$ cat config.mk
export PLATFORM = sky130hd
export DESIGN_NAME = pfb_walk
export DESIGN_NICKNAME = d
export VERILOG_FILES = /design/src/hw/rtl/page_framebuffer_fill_refresh_macros.svh /design/src/hw/rtl/pfb_pkg.sv /design/src/hw/rtl/pfb_walk.sv
export SDC_FILE = /design/constraint.sdc
export NUM_CORES = 1
export LEC_CHECK = 0
export BUFFER_PORTS_ARGS = -buffer_cell sky130_fd_sc_hd__buf_4
export CORE_ASPECT_RATIO = 0.6
export CORE_UTILIZATION = 25
export DETAILED_ROUTE_END_ITERATION = 8
export GPL_TIMING_DRIVEN = 1
export PLACE_DENSITY_LB_ADDON = 0.1
export SLEW_MARGIN = 20
export SYNTH_ARGS = -nofsm -noshare
export SYNTH_HDL_FRONTEND = slang
export SYNTH_SLANG_ARGS = --single-unit
$ cat constraint.sdc
create_clock -name clk -period 1.7 [get_ports clk]
set_input_delay 0 -clock clk [delete_from_list [all_inputs] [get_ports clk]]
set_output_delay 0 -clock clk [all_outputs]
set_load 0.01 [all_outputs]
$ cat src/hw/rtl/page_framebuffer_fill_refresh_macros.svh
// assertion helpers, all sampled on clk and held off while arst_n is low
`ifndef PAGE_FRAMEBUFFER_FILL_REFRESH_MACROS_SVH
`define PAGE_FRAMEBUFFER_FILL_REFRESH_MACROS_SVH

// same-cycle implication
`define PFB_ASSERT_NOW(label, ante, cons, msg) \
	label: assert property (@(posedge clk) disable iff (!arst_n) (ante) |-> (cons)) \
		else $error(msg);

// implication checked in the cycle after the antecedent
`define PFB_ASSERT_NEXT(label, ante, cons, msg) \
	label: assert property (@(posedge clk) disable iff (!arst_n) (ante) |=> (cons)) \
		else $error(msg);

`endif

$ cat src/hw/rtl/pfb_pkg.sv
package pfb_pkg;

	// request codes
	localparam logic [2:0] REQ_DRAW    = 3'd0;
	localparam logic [2:0] REQ_FILL    = 3'd1;
	localparam logic [2:0] REQ_CLEAR   = 3'd2;
	localparam logic [2:0] REQ_REFRESH = 3'd3;
	localparam logic [2:0] REQ_TICK    = 3'd4;

	// panel command bytes
	localparam logic [7:0] CMD_PAGE_BASE = 8'hB0;
	localparam logic [7:0] CMD_COL_LOW   = 8'h00;
	localparam logic [7:0] CMD_COL_HIGH  = 8'h10;

	// start commands into the sweep unit
	typedef struct packed {
		logic fill;
		logic clear;
	} walk_cmd_t;

	// what the sweep unit does this cycle
	typedef struct packed {
		logic       busy;
		logic       rd;
		logic       wr_zero;
		logic [7:0] mask;
	} walk_step_t;

endpackage

$ cat src/hw/rtl/pfb_walk.sv
module pfb_walk #(
	parameter int COLUMNS = 128,
	parameter int PAGES   = 8
) (
	input  logic                             clk,
	input  logic                             arst_n,
	input  pfb_pkg::walk_cmd_t               cmd,
	input  logic [6:0]                       x_start,
	input  logic [5:0]                       y_start,
	input  logic [6:0]                       x_end,
	input  logic [5:0]                       y_end,
	output pfb_pkg::walk_step_t              step,
	output logic [$clog2(COLUMNS*PAGES)-1:0] addr
);

	localparam int DEPTH = COLUMNS * PAGES;
	localparam int AW    = $clog2(DEPTH);
	localparam int CW    = $clog2(COLUMNS);
	localparam int PW    = (PAGES > 1) ? $clog2(PAGES) : 1;
	localparam int ROWS  = 8 * PAGES;

	typedef enum logic [1:0] {W_IDLE, W_CLEAR, W_FILL} mode_t;

	mode_t          mode_q;
	logic [AW-1:0]  clr_q;
	logic [CW-1:0]  col_q;
	logic [CW-1:0]  col_hi_q;
	logic [PW-1:0]  page_q;
	logic [PW-1:0]  page_lo_q;
	logic [PW-1:0]  page_hi_q;
	logic [2:0]     ys3_q;
	logic [2:0]     ye3_q;

	logic [8:0]     xe_c;
	logic [8:0]     ye_c;
	logic           rect_ok;
	logic [PW-1:0]  pg_top;
	logic [PW-1:0]  pg_bot;
	logic [2:0]     lo_off;
	logic [2:0]     hi_off;
	logic [AW-1:0]  fill_addr;

	// clip the rectangle to the panel
	always_comb begin
		xe_c = ({2'b00, x_end} > 9'(COLUMNS - 1)) ? 9'(COLUMNS - 1) : {2'b00, x_end};
		ye_c = ({3'b000, y_end} > 9'(ROWS - 1)) ? 9'(ROWS - 1) : {3'b000, y_end};
		rect_ok = (x_start <= x_end) && (y_start <= y_end)
			&& ({2'b00, x_start} < 9'(COLUMNS)) && ({3'b000, y_start} < 9'(ROWS));
		// larger y sits in a lower page
		pg_top = PW'(PAGES - 1) - PW'(y_start[5:3]);
		pg_bot = PW'(PAGES - 1) - PW'(ye_c[5:3]);
	end

	always_comb begin
		lo_off    = (page_q == page_hi_q) ? ys3_q : 3'd0;
		hi_off    = (page_q == page_lo_q) ? ye3_q : 3'd7;
		fill_addr = AW'(AW'(col_q) * AW'(PAGES)) + AW'(page_q);

		step.busy    = (mode_q != W_IDLE);
		step.rd      = (mode_q == W_FILL);
		step.wr_zero = (mode_q == W_CLEAR);
		step.mask    = (8'hFF >> lo_off) & (8'hFF << (3'd7 - hi_off));
		addr         = (mode_q == W_CLEAR) ? clr_q : fill_addr;
	end

	always_ff @(posedge clk or negedge arst_n) begin
		if (!arst_n) begin
			// the store is swept to zero straight out of reset
			mode_q    <= W_CLEAR;
			clr_q     <= '0;
			col_q     <= '0;
			col_hi_q  <= '0;
			page_q    <= '0;
			page_lo_q <= '0;
			page_hi_q <= '0;
			ys3_q     <= '0;
			ye3_q     <= '0;
		end else begin
			case (mode_q)
				W_IDLE: begin
					if (cmd.clear) begin
						mode_q <= W_CLEAR;
						clr_q  <= '0;
					end else if (cmd.fill && rect_ok) begin
						mode_q    <= W_FILL;
						col_q     <= CW'(x_start);
						col_hi_q  <= CW'(xe_c);
						page_q    <= pg_bot;
						page_lo_q <= pg_bot;
						page_hi_q <= pg_top;
						ys3_q     <= y_start[2:0];
						ye3_q     <= ye_c[2:0];
					end
				end
				W_CLEAR: begin
					clr_q <= clr_q + AW'(1);
					if (clr_q == AW'(DEPTH - 1)) begin
						mode_q <= W_IDLE;
					end
				end
				W_FILL: begin
					if (page_q == page_hi_q) begin
						page_q <= page_lo_q;
						if (col_q == col_hi_q) begin
							mode_q <= W_IDLE;
						end else begin
							col_q <= col_q + CW'(1);
						end
					end else begin
						page_q <= page_q + PW'(1);
					end
				end
				default: begin
					mode_q <= W_IDLE;
				end
			endcase
		end
	end

endmodule

Word level (Yosys, flattened, before mapping)
Index checks and enable logic that the tools add are counted.
{ "op_classes": {"bitwise": 2, "n_mul": 0, "n_addsub": 7, "n_eq_ne": 14, "mux": 20, "n_div": 0, "n_shift": 2, "order_cmp": 2, "reduce_logical": 11} }
{ "op_table": {"columns": ["op", "n"], "rows": [
  ["$mux W7", 4],
  ["$mux W10", 2],
  ["$pmux W10 S2", 1],
  ["$mux W3", 5],
  ["$pmux W7 S2", 1],
  ["$add A10 B1 Y10 const B", 1],
  ["$add A10 B3 Y10", 1],
  ["$eq A10 B10 Y1 const B", 1],
  ["$mux W2", 5],
  ["$sub A3 B3 Y3 const A", 3],
  ["$and A8 B8 Y8", 1],
  ["$ne A2 B2 Y1 const B", 4],
  ["$shl A8 B3 Y8 const A", 1],
  ["$shr A8 B3 Y8 const A", 1],
  ["$add A7 B1 Y7 const B", 1],
  ["$eq A7 B7 Y1", 1],
  ["$le A7 B7 Y1", 1],
  ["$eq A3 B3 Y1", 2],
  ["$le A6 B6 Y1", 1],
  ["$ne A2 B1 Y1 const B", 3],
  ["$pmux W2 S3", 1],
  ["$pmux W3 S2", 1],
  ["$reduce_and A3 Y1", 2],
  ["$reduce_bool A2 Y1", 3],
  ["other kinds (10)", 11]
]} }
{ "totals": {"reg_bits": 41, "latchBits": 0, "in_bits": 30, "ram_bits": 0, "memories": 0, "romBits": 0} }

Depth between registers and ports, before layout
Gate-level depths: netlist of run 1.
{ "logic_depth": {"word_depth": 6, "depth_mapped": 9} }

Worst setup path before layout of run 1
Ideal clock, no wire load.
{ "synth_timing": {"path_type": "input-to-reg", "from": "in y_end[5]", "to": "reg col_hi_q[2]", "setup_ns": 0.128, "path_buffers": 1, "arrival_time_ns": 1.756, "t_required_ns": 1.572, "path_slack_ns": -0.183, "stages": 9, "cell_sequence": "inv_1 ha_1 and4_1 o21ai_1 a32oi_1 a211oi_4 and2_1 buf_4 mux2_1"} }
{ "synth_between": {"elab_chain_cells": 4} }
{ "synth_lines": {"columns": ["element", "line", "rtl"], "rows": [
  ["start: declaration", "pfb_walk.sv:11", "input logic [5:0] y_end,"],
  ["$le A6 B6 Y1", "pfb_walk.sv:47", "rect_ok = (x_start <= x_end) && (y_start <= y_end)"],
  ["$logic_and A1 B1 Y1", "pfb_walk.sv:47", null],
  ["$logic_and A1 B1 Y1", "pfb_walk.sv:84", "end else if (cmd.fill && rect_ok) begin"],
  ["$reduce_and A3 Y1 (no source line)", null, null],
  ["end signal: assignment", "pfb_walk.sv:87", "col_hi_q <= CW'(xe_c);"],
  ["end: declaration", "pfb_walk.sv:27", "logic [CW-1:0] col_hi_q;"]
]} }
No other way between the ends.
A chain may end at the register's enable or synchronous reset.

Worst setup path after layout of run 1
{ "layout_timing": {"from": "reg col_q[5]", "to": "reg col_q[3]"} }
{ "layout_between": {"elab_chain_cells": 3} }
{ "layout_lines": {"columns": ["element", "line", "rtl"], "rows": [
  ["start: declaration", "pfb_walk.sv:26", "logic [CW-1:0] col_q;"],
  ["start signal: assignment", "pfb_walk.sv:86", "col_q <= CW'(x_start);"],
  ["start signal: assignment", "pfb_walk.sv:107", "col_q <= col_q + CW'(1);"],
  ["$eq A7 B7 Y1", "pfb_walk.sv:104", "if (col_q == col_hi_q) begin"],
  ["$ne A2 B2 Y1 (no source line)", null, null],
  ["$reduce_and A5 Y1 (no source line)", null, null]
]} }
No other way between the ends.

==> flow_summary_export.csv, run 1 <==
group,metric,value,unit
die,core,0.01009,mm2
die,ios,51,
synthesis,synth_cell_type_count,50,
place,dp_slack,-0.3412,ns
hold_path,hold_class,"primary input to flop",
cts,cts_buffers,5,
cts,cts.root.buffer_cell,"clkbuf_16",
global_route,grt_pass1_vias,2683,
detailed_routing,finalWirelength,8.476,mm
status,run_status,"finished, violations left",
detailed_routing,firstDrtPassIters,4,
detailed_routing,wl_per_cell,15.14,um
pwr,peakVddDrop,0.4881,mV
worst_setup_path,crit_path_end_kind,"flop",
cells_and_area,finalNetCount,471,
timing,fin_skew,0.005133,ns
global_route,antenna_found_initial,0,
cells_and_area,fin_util,0.4337,
timing,max_slew_margin,0.6230,
detailed_routing,viasPerCell,4.693,
global_route,grt_max_degree,42,
detailed_routing,num_vias,2628,
synthesis,synth.avg_cell_area,8.999,um2
cts,clkSlewWorstSetupHoldPaths,0.06,ns
timing,worst_pin_slew,0.5655,ns
place,place_congestion,0.7962,
cells_and_area,final_cell_area,0.004375,mm2
synthesis,ys_warn_count,0,
cts,clk-insertion-delay-late,0.29,ns
worst_setup_path,critPathTopFamily,"simple AND/OR/NAND/NOR gates",
cells_and_area,drive_above_1_share,0.4965,
worst_setup_path,cp_max_fo,6,
die,dieArea,0.01109,mm2
worst_setup_path,criticalPathCategory,"flop to flop",
global_route,overflow,0,
status,violations,"negative setup slack",
timing,final_hold_viol_count,0,
die,die_y,81.96,um
synthesis,yosys.area.top_type,"dfrtp_1",
cts,cts_tree,"built",
synthesis,synth_cells,296,
cts,cts_buffer_depth,2,
detailed_routing,route.detailed.drc,0,
synthesis,syn_area,0.002664,mm2
worst_setup_path,critPathRequiredTime,1.90,ns
synthesis,synth-seq-cells,41,
timing,rsz0062_at_grt,"true",
detailed_routing,ant_nets,0,
cells_and_area,fillers,987,
detailed_routing,drtIter0Drc,103,
cells_and_area,seqCellArea,0.001027,mm2
global_route,grt_pass1_wl,13.50,mm
timing,fin_crit,1.826,ns
synthesis,yosys.area.top_type_share,0.3758,
worst_setup_path,cp_slowest_stage_delay,0.38,ns
timing,slew_violations,0,
place,hpwl,6.217,mm
place,place_area,0.003747,mm2
synthesis,ys_seq_area_frac,0.3856,
timing,period_share,1.074,
die,die_w,135.3,um
cts,htreeDepth,2,
worst_setup_path,slowest_stage,"dfrtp_1",
worst_setup_path,critPathArrivalTime,2.02,ns
cts,cts_sinks,41,
timing,fin_ws,-0.1258,ns
worst_setup_path,path_cells,"xor2_1, nor4_2, nand4_1, and3_4, a21o_4, a211oi_2",
run,drv_cap,0,
timing,fmaxAchievable,547.7,MHz
worst_setup_path,path_buf_inv,0,
die,num_rows,28,
cells_and_area,syn_to_final_growth,64.26,%
place,port_buffers,50,
timing,finalSetupViolCount,9,
global_route,grt.total_usage,0.1591,
cells_and_area,num_antenna_cells,0,
worst_setup_path,start_kind,"flop",
synthesis,ys_top_cells_by_area,"dfrtp_1 (38%), ha_1 (7.5%), nand2_1 (7.2%), mux2_2 (3.8%), xor2_1 (3.3%)",
die,start_util,0.2640,
pwr,leakagePower,2.069,nW
cells_and_area,multiInputGateArea,0.001863,mm2
pwr,p_per_area,1192,mW/mm2
synthesis,syn-num-nets,342,
==> state kept, by name, summed over array words and instances, names as in the netlist <==
name,cells
col_hi_q,7
mode_q,2
ye3_q,3
col_q,7
page_lo_q,3
ys3_q,3
clr_q,10
page_hi_q,3
page_q,3
==> cell families after synthesis <==
| kind of cell | Yosys count | share of synthesized area |
|---|---|---|
| compound gates | 71 | 0.1771 |
| fa+ha+maj | 16 | 0.07515 |
| flops | 41 | 0.3856 |
| mux | 22 | 0.09019 |
| xor+xnor | 14 | 0.04603 |
| buf+inv | 32 | 0.05354 |
| simple gates | 100 | 0.1724 |
==> power by group <==
group | total (mW) | internal, mW | switching [mW]
clock | 0.963 | 0.577 | 0.386
sequential | 1.59 | 1.29 | 0.304
combinational | 2.66 | 1.47 | 1.19
total | 5.22 | 3.33 | 1.88
==> metrics by stage <==
stage	total power, mW	TNS [ns]	std cells	hold slack [ns]
after detailed placement	3.742	-7.410	532	0.03661
after floorplan	2.720	-0.6311	296	-0.2956
final	5.215	-0.7178	560	0.009729
after global routing	5.570	-1.754	560	0.02999
after global placement	3.732	-6.287	532	0.04116
after CTS	4.972	-1.125	554	0.01354
==> Yosys cell counts, drive strengths merged <==
library cell  number
nand3             10
o21ai             18
a31oi              3
xor2              10
o22ai              3
mux2              16
o21bai             1
clkbuf             6
nor4               3
nor3              10
xnor2              4
or2                1
nor2              10
o21a               1
dfstp              1
a211oi            12
ha                16
nand4              1
mux2i              6
nand2b             1
nand2             52
dfrtp             40
o31ai              2
and2               3
clkinv             1
and4b              1
a21o               3
buf                7
nor2b              1
o211ai             1
and4               1
a221oi             1
inv               18
a22oi              3
a41oi              2
a311oi             3
a32oi              2
a21oi             14
a22o               1
o311a              1
and3               6
==> timing repair <==
item	in CTS	in global routing
hold buffers	8	0
endpoints found under the setup margin	14	37
pin swaps	22	20
gates cloned	1	1
gates resized for setup	25	34
endpoints found under the hold margin	47	0
buffers inserted	8	6
==> cell usage in the layout (no fill, tap or decap), drive strengths merged, types with 12 or more instances in the layout <==
| cell | netlist | layout |
|---|---|---|
| a21oi | 14 | 14 |
| nand2 | 52 | 52 |
| buf | 7 | 125 |
| o21ai | 18 | 18 |
| dfrtp | 40 | 40 |
| a211oi | 12 | 12 |
| inv | 18 | 18 |
| ha | 16 | 16 |
| mux2 | 16 | 16 |
==> worst reg2reg max path: cells and delay by family (launching register included) <==
kind             cells  cell delay [ns]
AND/OR/NAND/NOR      3             0.76
AO/OA/AOI/OAI        2             0.42
flip-flops           1             0.38
XOR/XNOR             1             0.17
==> area by class of cell <==
| class | count | area share |
|---|---|---|
| Tap cell | 135 | 0.03860 |
| Timing Repair Buffer | 134 | 0.2479 |
| Multi-Input combinational cell | 224 | 0.4258 |
| Sequential cell | 41 | 0.2348 |
| Inverter | 19 | 0.02030 |
| Clock buffer | 7 | 0.03260 |
==> final timing paths <==
path                            cells after the start           end  startpoint  slack (ns)
worst max-delay path                                6      col_q[3]    col_q[5]       -0.13
worst min register to register                      1      clr_q[9]    clr_q[9]        0.51
max in group asynchronous                           2   col_hi_q[3]      arst_n        1.07
worst min-delay path                                3  page_hi_q[0]  y_start[3]        0.01
worst max register to register                      6      col_q[3]    col_q[5]       -0.13
min in group asynchronous                           2  page_hi_q[0]      arst_n        0.24
==> metal layers <==
metal / track usage / wire (um) / vias to the layer above
li1: - / - / 1316
met1: 0.2305 / 4556 / 1267
met2: 0.2354 / 3531 / 37
met3: 0.03210 / 309 / 8
met4: 0.04719 / 78 / 0
met5: 0 / 0 / -
Note: power is estimated with default switching activity, not from simulation.
==> run 2: changes to the inputs <==
Settings changed: RECOVER_POWER set to 50.
==> run 2 against run 1 <==
  * The flow still finishes with violations (negative setup slack)
  * Routed wire length about the same
  * Sequential share of layout area about the same
  * First-iteration DRC count unchanged
  * Die area unchanged
  * Clock skew unchanged
  * Sequential power about the same
  * Count of clock-buffer cells in the layout unchanged
  * Clock power about the same
  * Non-clock buffer count unchanged
  * Register-to-register slack about the same
  * Final cell count unchanged
==> flow_summary_export.csv, run 2 (same netlist as run 1, synthesis figures left out) <==
group,metric,value,unit
hold_path,hold_class,"primary input to flop",
run,drv_cap,0,
cells_and_area,final_common_cell,"buf_4",
timing,setup_tns,-0.7178,ns
pwr,swShare,0.3613,
global_route,antenna_found_initial,0,
cts,htreeDepth,2,
cts,cts.root.buffer_cell,"clkbuf_16",
worst_setup_path,start_kind,"flop",
cells_and_area,largest_register_ffs,10,
die,dieArea,0.01109,mm2
cts,cts_buffer_depth,2,
status,run_status,"finished, violations left",
cells_and_area,largestRegisters,"clr_q (10), col_hi_q (7), col_q (7)",
cts,cts_tree,"built",
pwr,leakagePower,2.069,nW
cts,cts_sinks,41,
pwr,p_int,3.330,mW
place,place_congestion,0.7962,
timing,fmaxAchievable,547.7,MHz
timing,period_share,1.074,
cts,cts_buffers,5,
status,violations,"negative setup slack",
detailed_routing,viasPerCell,4.693,
pwr,p_switching,1.884,mW
pwr,peakVddDrop,0.4881,mV
pwr,p_clk_frac,0.185,
detailed_routing,drtIter0Drc,103,
timing,fin_ws,-0.1258,ns
cells_and_area,num_antenna_cells,0,
pwr,pwr-share-comb,0.510,
timing,final_hold_viol_count,0,
timing,finalSetupViolCount,9,
worst_setup_path,path_buf_inv,0,
timing,fin_skew,0.005133,ns
cells_and_area,syn_to_final_growth,64.16,%
cells_and_area,layout_common_cells,"buf_4 (114), nand2_1 (51), dfrtp_1 (40)",
die,die_w,135.3,um
timing,rsz0062_at_grt,"true",
die,core,0.01009,mm2
worst_setup_path,cp_max_fo,6,
global_route,grt_pass1_vias,2683,
die,start_util,0.2640,
worst_setup_path,critPathRequiredTime,1.90,ns
cells_and_area,regMostFlops,"clr_q",
detailed_routing,ant_nets,0,
timing,max_slew_margin,0.2666,
place,hpwl,6.217,mm
detailed_routing,num_vias,2628,
detailed_routing,route.detailed.drc,0,
cells_and_area,drive_above_1_share,0.4965,
global_route,grt_max_degree,42,
worst_setup_path,critPathArrivalTime,2.02,ns
timing,fin_crit,1.826,ns
worst_setup_path,crit_path_end_kind,"flop",
die,die_y,81.96,um
pwr,p_seq_frac,0.305,
die,ios,51,
cells_and_area,finalNetCount,471,
global_route,overflow,0,
global_route,grt_pass1_wl,13.50,mm
timing,slew_violations,0,
worst_setup_path,cp_slowest_stage_delay,0.38,ns
timing,worst_pin_slew,1.100,ns
pwr,p_per_area,1192,mW/mm2
detailed_routing,firstDrtPassIters,4,
detailed_routing,wl_per_cell,15.13,um
place,dp_slack,-0.3412,ns
global_route,grt.total_usage,0.1591,
cells_and_area,fin_util,0.4334,
worst_setup_path,critPathTopFamily,"simple AND/OR/NAND/NOR gates",
worst_setup_path,slowest_stage,"dfrtp_1",
cts,clk-insertion-delay-late,0.29,ns
die,num_rows,28,
worst_setup_path,criticalPathCategory,"flop to flop",
place,port_buffers,50,
pwr,p_total,5.214,mW
cts,clkSlewWorstSetupHoldPaths,0.06,ns
detailed_routing,finalWirelength,8.474,mm
worst_setup_path,path_cells,"xor2_1, nor4_2, nand4_1, and3_4, a21o_4, a211oi_2",
## run 2: changes by cell type in the layout (fill, tap and decap cells not counted), sizes merged
cell    before  now
buf        125  124
clkbuf       8    9
## run 2: power by group through the flow
stage                     registers, mW  logic [mW]  clock network (mW)
after detailed placement           1.58        2.16                   0
after global routing               1.64        2.91                1.02
after floorplan                    1.54        1.18                   0
after global placement             1.58        2.15                   0
after CTS                          1.57        2.42               0.981
final                              1.59        2.66               0.963
## run 2: worst reg2reg max path, cell delays in order, from the launching register on
cell and delay, ns:
dfrtp_1 0.38, xor2_1 0.17, nor4_2 0.36, nand4_1 0.19
and3_4 0.21, a21o_4 0.22, a211oi_2 0.20
## run 2: final cells by class
class | count | area, um2
Clock buffer | 7 | 142.6
Multi-Input combinational cell | 224 | 1863
Sequential cell | 41 | 1027
Fill cell | 987 | 5717
Timing Repair Buffer | 134 | 1082
Tap cell | 135 | 168.9
Inverter | 19 | 88.84
## run 2: metal layers
layer / share of wire / GRT usage
met4: 0.0092 / 0.04719
met5: 0 / 0
met3: 0.036 / 0.03210
met1: 0.54 / 0.2305
met2: 0.42 / 0.2354
## run 2: timing repair
action	in CTS	in global routing
endpoints found under the setup margin	14	37
gates cloned	1	1
gates resized for setup	25	34
pin swaps	22	20
buffers inserted	8	6
hold buffers	8	0
endpoints found under the hold margin	47	0
## run 2: stage by stage
stage | hold slack, ns | instance area, um2 | instances
CTS | 0.01354 | 4153 | 554
floorplan | -0.2956 | 2811 | 296
detailed placement | 0.03661 | 3747 | 532
global route | 0.02999 | 4373 | 560
global placement | 0.04116 | 3747 | 532
finish | 0.009729 | 4373 | 560
## run 2: final timing paths
check / startpoint / cells past startpoint / slack [ns] / endpoint
min in group asynchronous: arst_n / 2 / 0.45 / page_hi_q[0]
worst max register to register: col_q[5] / 6 / -0.13 / col_q[3]
worst min-delay path: y_start[3] / 3 / 0.01 / page_hi_q[0]
worst max-delay path: col_q[5] / 6 / -0.13 / col_q[3]
max in group asynchronous: arst_n / 2 / 0.58 / col_hi_q[3]
worst min register to register: clr_q[9] / 1 / 0.51 / clr_q[9]
